--- src/hdl/scc_pkg.sv ---
// Shared types and constants for the sprite column command generator.
// Used by scc_input_stage, scc_column_core and the top level; depends on nothing.
`default_nettype none

package scc_pkg;

  localparam int unsigned WORD_W   = 16;
  localparam int unsigned POS_X_W  = 9;
  localparam int unsigned POS_Y_W  = 10;
  localparam int unsigned TILE_W   = 15;
  localparam int unsigned COLOUR_W = 7;
  localparam int unsigned CMD_W    = POS_X_W + POS_Y_W + TILE_W + COLOUR_W + 2;
  localparam int unsigned OUT_TDATA_W = ((CMD_W + 7) / 8) * 8;

  localparam logic ACTION_HEADER = 1'b0;
  localparam logic ACTION_ENTRY  = 1'b1;

  localparam logic CFG_LAYOUT_MODE = 1'b0;
  localparam logic CFG_FLIP_SELECT = 1'b1;

  localparam logic [TILE_W-1:0]    TILE_LIMIT = 15'h5fff;
  localparam logic [POS_Y_W:0]     Y_STEP     = 11'd16;
  localparam logic [POS_Y_W:0]     Y_SPAN     = 11'd512;
  localparam logic signed [POS_Y_W:0] Y_MAX   = 11'sd256;

  typedef struct packed {
    logic              action;
    logic [WORD_W-1:0] first_word;
    logic [WORD_W-1:0] second_word;
  } item_t;

  typedef struct packed {
    logic                flip_y;
    logic                flip_x;
    logic [COLOUR_W-1:0] colour_code;
    logic [TILE_W-1:0]   tile_code;
    logic [POS_Y_W-1:0]  pos_y;
    logic [POS_X_W-1:0]  pos_x;
  } cmd_t;

  typedef struct packed {
    logic layout_mode;
    logic flip_vertical_select;
  } cfg_t;

endpackage

`default_nettype wire

--- src/hdl/scc_input_stage.sv ---
// Input register of the sprite column command generator.
// Holds one accepted beat until the core takes it; depends on scc_pkg.
`default_nettype none

module scc_input_stage (
  input  wire logic          clk,
  input  wire logic          rst,
  input  wire logic          in_valid,
  output logic               in_ready,
  input  wire scc_pkg::item_t in_item,
  output logic               held_valid,
  output scc_pkg::item_t     held_item,
  input  wire logic          take
);

  assign in_ready = !held_valid || take;

  always_ff @(posedge clk) begin
    if (rst) begin
      held_valid <= 1'b0;
    end else if (in_ready) begin
      held_valid <= in_valid;
    end
  end

  always_ff @(posedge clk) begin
    if (in_valid && in_ready) begin
      held_item <= in_item;
    end
  end

endmodule

`default_nettype wire

--- src/hdl/scc_column_core.sv ---
// Column state, command decode and result register of the sprite column
// command generator. Depends on scc_pkg.
`default_nettype none

module scc_column_core (
  input  wire logic           clk,
  input  wire logic           rst,
  input  wire scc_pkg::cfg_t  cfg,
  input  wire logic           held_valid,
  input  wire scc_pkg::item_t held_item,
  output logic                take,
  output logic                out_valid,
  input  wire logic           out_ready,
  output scc_pkg::cmd_t       out_cmd
);

  logic [scc_pkg::POS_X_W-1:0] column_x;
  logic [scc_pkg::POS_Y_W-1:0] column_y;
  logic                        column_stopped;

  logic [scc_pkg::POS_X_W-1:0] column_x_next;
  logic [scc_pkg::POS_Y_W-1:0] column_y_next;
  logic                        column_stopped_next;

  logic                          fire;
  logic                          is_entry;
  logic [scc_pkg::COLOUR_W-1:0]  colour;
  logic [scc_pkg::TILE_W-1:0]    tile;
  logic                          fx;
  logic                          fy;
  logic                          colour_nz;
  logic                          limit_hit;
  logic                          issue;
  logic                          advance;
  logic [scc_pkg::POS_Y_W:0]     y_sum;
  logic [scc_pkg::POS_Y_W-1:0]   y_stepped;
  logic [scc_pkg::POS_Y_W-1:0]   y_header;
  scc_pkg::cmd_t                 cmd;

  assign take     = held_valid && (!out_valid || out_ready);
  assign fire     = take;
  assign is_entry = held_item.action == scc_pkg::ACTION_ENTRY;

  always_comb begin
    colour    = held_item.first_word[scc_pkg::COLOUR_W-1:0];
    colour_nz = colour != '0;
    if (!cfg.layout_mode) begin
      fy   = held_item.second_word[15];
      fx   = held_item.second_word[14];
      tile = {1'b0, held_item.second_word[13:0]};
    end else begin
      tile = held_item.second_word[scc_pkg::TILE_W-1:0];
      fy   = cfg.flip_vertical_select ? held_item.second_word[15] : 1'b0;
      fx   = cfg.flip_vertical_select ? 1'b0 : held_item.second_word[15];
    end
    limit_hit = cfg.layout_mode && colour_nz && (tile > scc_pkg::TILE_LIMIT);
    issue     = is_entry && !column_stopped && colour_nz && !limit_hit;
    advance   = is_entry && !column_stopped && !limit_hit;

    y_sum = {column_y[scc_pkg::POS_Y_W-1], column_y} + scc_pkg::Y_STEP;
    if ($signed(y_sum) > scc_pkg::Y_MAX) begin
      y_sum = y_sum - scc_pkg::Y_SPAN;
    end
    y_stepped = y_sum[scc_pkg::POS_Y_W-1:0];
    y_header  = 10'd0 - {held_item.second_word[8], held_item.second_word[8:0]};

    column_x_next       = column_x;
    column_y_next       = column_y;
    column_stopped_next = column_stopped;
    if (!is_entry) begin
      column_x_next       = {held_item.first_word[4:0], held_item.second_word[15:12]};
      column_y_next       = y_header;
      column_stopped_next = 1'b0;
    end else if (advance) begin
      column_y_next = y_stepped;
    end else if (limit_hit && !column_stopped) begin
      column_stopped_next = 1'b1;
    end

    cmd.pos_x       = column_x;
    cmd.pos_y       = column_y;
    cmd.tile_code   = tile;
    cmd.colour_code = colour;
    cmd.flip_x      = fx;
    cmd.flip_y      = fy;
  end

  always_ff @(posedge clk) begin
    if (rst) begin
      column_x       <= '0;
      column_y       <= '0;
      column_stopped <= 1'b0;
      out_valid      <= 1'b0;
    end else if (fire) begin
      column_x       <= column_x_next;
      column_y       <= column_y_next;
      column_stopped <= column_stopped_next;
      out_valid      <= issue;
    end else if (out_ready) begin
      out_valid <= 1'b0;
    end
  end

  always_ff @(posedge clk) begin
    if (fire && issue) begin
      out_cmd <= cmd;
    end
  end

  a_stopped_silent: assert property (@(posedge clk) disable iff (rst)
    (fire && is_entry && column_stopped) |=> !out_valid)
    else $error("A stopped column produced a command.");

  a_colour_nonzero: assert property (@(posedge clk) disable iff (rst)
    out_valid |-> (out_cmd.colour_code != '0))
    else $error("A command carries a zero colour.");

  a_y_range: assert property (@(posedge clk) disable iff (rst)
    ($signed(column_y) >= -10'sd255) && ($signed(column_y) <= 10'sd256))
    else $error("Column y left its wrap range.");

  a_header_clears: assert property (@(posedge clk) disable iff (rst)
    (fire && !is_entry) |=> !column_stopped)
    else $error("A header did not restart the column.");

endmodule

`default_nettype wire

--- src/hdl/sprite_column_command_generator.sv ---
// Top level of the sprite column command generator: input register, column core.
// Depends on scc_pkg, scc_input_stage and scc_column_core.
// An entry beat is held in the input register, then its command in the core's result register.
// Throughput: one input beat per cycle while m_tready does not stall the output, set by the single decode stage.
// Reset clears the column position, the stop flag, the configuration and all valids, not the data registers.
`default_nettype none

module sprite_column_command_generator (
  input  wire logic        clk,
  input  wire logic        rst,
  input  wire logic        s_tvalid,
  output logic             s_tready,
  input  wire logic [31:0] s_tdata,   // first_word[15:0], second_word[31:16]
  input  wire logic        s_tuser,   // action
  output logic             m_tvalid,
  input  wire logic        m_tready,
  output logic [scc_pkg::OUT_TDATA_W-1:0] m_tdata,
  // pos_x[8:0], pos_y[18:9], tile_code[33:19], colour_code[40:34],
  // flip_x[41], flip_y[42], zero fill above
  input  wire logic        cfg_valid,
  output logic             cfg_ready,
  input  wire logic        cfg_index,
  input  wire logic        cfg_data
);

  scc_pkg::item_t in_item;
  scc_pkg::item_t held_item;
  scc_pkg::cmd_t  out_cmd;
  scc_pkg::cfg_t  cfg;
  logic           held_valid;
  logic           take;

  assign cfg_ready = 1'b1;

  always_ff @(posedge clk) begin
    if (rst) begin
      cfg <= '0;
    end else if (cfg_valid) begin
      unique case (cfg_index)
        scc_pkg::CFG_LAYOUT_MODE: cfg.layout_mode          <= cfg_data;
        scc_pkg::CFG_FLIP_SELECT: cfg.flip_vertical_select <= cfg_data;
        default: cfg <= cfg;
      endcase
    end
  end

  assign in_item.action      = s_tuser;
  assign in_item.first_word  = s_tdata[15:0];
  assign in_item.second_word = s_tdata[31:16];

  scc_input_stage u_input (
    .clk        (clk),
    .rst        (rst),
    .in_valid   (s_tvalid),
    .in_ready   (s_tready),
    .in_item    (in_item),
    .held_valid (held_valid),
    .held_item  (held_item),
    .take       (take)
  );

  scc_column_core u_core (
    .clk        (clk),
    .rst        (rst),
    .cfg        (cfg),
    .held_valid (held_valid),
    .held_item  (held_item),
    .take       (take),
    .out_valid  (m_tvalid),
    .out_ready  (m_tready),
    .out_cmd    (out_cmd)
  );

  assign m_tdata = {{(scc_pkg::OUT_TDATA_W - scc_pkg::CMD_W){1'b0}}, out_cmd};

endmodule

`default_nettype wire
--- config.mk ---
export PLATFORM = sky130hd
export DESIGN_NAME = sprite_column_command_generator
export DESIGN_NICKNAME = d
export VERILOG_FILES = /design/src/hdl/scc_pkg.sv /design/src/hdl/scc_input_stage.sv /design/src/hdl/scc_column_core.sv /design/src/hdl/sprite_column_command_generator.sv
export SDC_FILE = /design/constraint.sdc
export NUM_CORES = 1
export LEC_CHECK = 0
export ABC_AREA = 0
export BUFFER_PORTS_ARGS = -buffer_cell sky130_fd_sc_hd__buf_2
export CELL_PAD_IN_SITES_DETAIL_PLACEMENT = 0
export CELL_PAD_IN_SITES_GLOBAL_PLACEMENT = 1
export CORE_MARGIN = 1.5
export CORE_UTILIZATION = 45
export DETAILED_ROUTE_END_ITERATION = 8
export GPL_TIMING_DRIVEN = 0
export PLACE_DENSITY_LB_ADDON = 0.3
export SLEW_MARGIN = 30
export SYNTH_ARGS = -nofsm -noshare
export SYNTH_HDL_FRONTEND = slang
export SYNTH_SLANG_ARGS = --single-unit
--- constraint.sdc ---
create_clock -name clk -period 12.6 [get_ports clk]
set_clock_uncertainty 0.1 [all_clocks]
set_input_delay 0.63 -clock clk [delete_from_list [all_inputs] [get_ports clk]]
set_output_delay 0.63 -clock clk [all_outputs]
set_load 0.02 [all_outputs]
==> results.toml <==
[status]
status = "complete, no violations"

[min_path]
holdPathEnd = "u_core.out_cmd[16]"
hold_start = "u_core.column_y[7]"
whs_path_depth = 0
min_path_type = "reg -> reg"

[routing]
first_pass_iters = 4
routedWlPerCell_um = 14.2
ant_nets = 0
vias_per_cell = 4.95
routed_wl_mm = 6.43
vias = 2239
drc = 0
drtIter0Drc = 133

[placed_design]
portBuffers = 75
dp_hpwl_mm = 4.72
gp_congestion = 0.787

[power]
p_leak_uw = 0.00160
vdd_ir_drop_max_mv = 0.0653
power-per-cell-area_mw_per_mm2 = 134
p_total_uw = 565

[clock_tree]
cts_resized = 0
postCtsSetupBuffers = 0
ctsRootBufferMaster = "clkbuf_8"
clk_pin_slew_ps = 90
clk_latency_ps = 350
clock_path_buffers = 2
clkSinkCount = 91
htreeDepth = 3
cts_buffers = 9
cts_tree = "done"
holdBufCountCts = 0

[worst_setup_path]
crit_path_start_kind = "flip-flop"
critical_path_class = "reg -> reg"
reg2reg_to = "u_core.out_cmd[7]"
r2r_slack_ps = 10070
reg2reg_from = "u_input.held_item[0]"
worstSetupEndpointType = "flip-flop"
arrival_ps = 2490
path_max_fanout = 9
crit_chain = "ha_1 -> nand4b_1 -> o41ai_2 -> and2_2 -> nor3b_2 -> buf_4 -> buf_4"
path_common_cell = "buf_4"
worstPathRequired_ps = 12560
rr_worst_depth = 7
slowest_stage = "nor3b_2"
cp-startpoint = "u_input.held_item[0]"
worst_path_largest_cell_delay_ps = 560

[timing]
rsz0062_at_grt = "no"
tightest_slew_ps = 660
hold_viol = 0
finalMaxSlewViolations = 0
fin_crit_sh = 0.201
relSlewSlack = 0.558
fin_crit_ps = 2530
finalSetupTns_ps = 0
setup_viol_count_final = 0
fmax_ghz = 0.396

[grt]
grt_start_max_net_pins = 25
grt_pass1_vias = 2073
grt_use_total = 0.160
overflow = 0
grt_pass1_wl_mm = 10.1
antenna_found_initial = 0

[floorplan]
dieHeight_um = 90.9
start_util = 0.471
pin_count = 91
die_x_um = 90.9
die-area_mm2 = 0.00825
placementRows = 31
coreArea_mm2 = 0.00737

[synthesis]
synthCells = 253
ys_types = 54
synth_largest_area_cell = "edfxtp_1"
synth_top_flop_cell = "edfxtp_1"
synth_area_mm2 = 0.00347
async_reset_ff_frac = 0
syn_avg_cell_area_um2 = 13.7
synth_top_area_share = 0.579
yosys_warnings = 0
seq_area_frac_synth = 0.718
synth-seq-cells = 91
synth_edf_count = 67
synth_area_leaders = "edfxtp_1, dfxtp_1, nand2_1"

[final_layout]
diodes = 0
finalNetCount = 392
final_cell_mix = "buf_2, edfxtp_1, nand2_1"
drive_above_1_share = 0.326
utilization = 0.571
layout_commonest_cell = "buf_2"
syn2layout_area_growth_pct = 21.1

[run]
cap_violations = 0
==> cell type report <==
class	count	area, µm²
fillers	650	3160
flip-flops and latches	91	2490
multi-input cells	144	867
repair buffers	80	413
clock buffers	10	128
well taps	99	124
plain buffers	15	109
clock inverters	6	48.8
inverters	7	26.3
==> worst max-delay path: cells and delay by family (launching register included) <==
family	cells	cell delay (ps)
fa+ha+maj	1	170
buf+inv	2	450
flops	1	470
compound gates	1	120
simple gates	3	930
==> report_power, final <==
part,leakage (µW),total [µW],internal [µW],switching (µW)
sequential,0.000823,343,335,8.19
clock,0.0000852,178,74.2,104
combinational,0.000691,43.2,17.2,26.0
==> worst max-delay path by stage <==
stage | cells after the start | slack [ps] | endpoint
after global routing | 7 | 9960 | u_core.out_cmd[35]
after CTS | 7 | 10040 | u_core.out_cmd[35]
final | 7 | 10070 | u_core.out_cmd[7]
after floorplan | 5 | 7820 | u_core.out_cmd[0]
after detailed placement | 7 | 10050 | u_core.out_cmd[34]
after global placement | 4 | 6380 | u_core.out_cmd[22]
==> through the flow <==
step	worst slack [ps]	instances	instance area (µm²)	hold slack [ps]
after floorplan	7820	257	3490	306
after global placement	6380	431	3990	313
after detailed placement	10050	436	4030	315
after CTS	10040	452	4210	337
after global routing	9960	452	4210	333
final	10070	452	4210	334
==> state kept, by name, indices dropped and copies added, names as in the netlist <==
signal and count:
u_input.held_valid 1, u_core.column_x 9, cfg 2, u_core.column_stopped 1, u_core.out_valid 1, u_input.held_item 24, u_core.column_y 10, u_core.out_cmd 43
==> metal layers <==
layer,global-route usage,up-vias,share of wire
met3,0.0370,18,0.055
met4,0.0768,0,0.027
li1,-,1112,-
met1,0.206,1034,0.45
met5,0,-,0
met2,0.256,75,0.46
==> cell usage after synthesis (3+ instances only) <==
cell	instances
dfxtp_1	24
edfxtp_1	67
a21oi_1	18
xor2_1	3
buf_4	6
nand2_1	30
nand3_1	7
clkbuf_1	5
nand4_1	4
ha_1	4
nor3_1	6
nand4b_1	3
nor2_1	11
xnor2_1	4
o21ai_0	4
inv_1	6
a31oi_1	5
==> logic make-up after synthesis <==
kind of cell             Yosys count  share of synthesized area
AO/OA/AOI/OAI                     46                     0.0883
AND/OR/NAND/NOR                   80                      0.118
buffers and inverters             22                     0.0389
XOR/XNOR                           7                     0.0177
other                              2                    0.00216
multiplexers                       1                    0.00288
flip-flops                        91                      0.718
adder cells (fa/ha/maj)            4                     0.0144
Note: power is estimated with default switching activity, not from simulation.
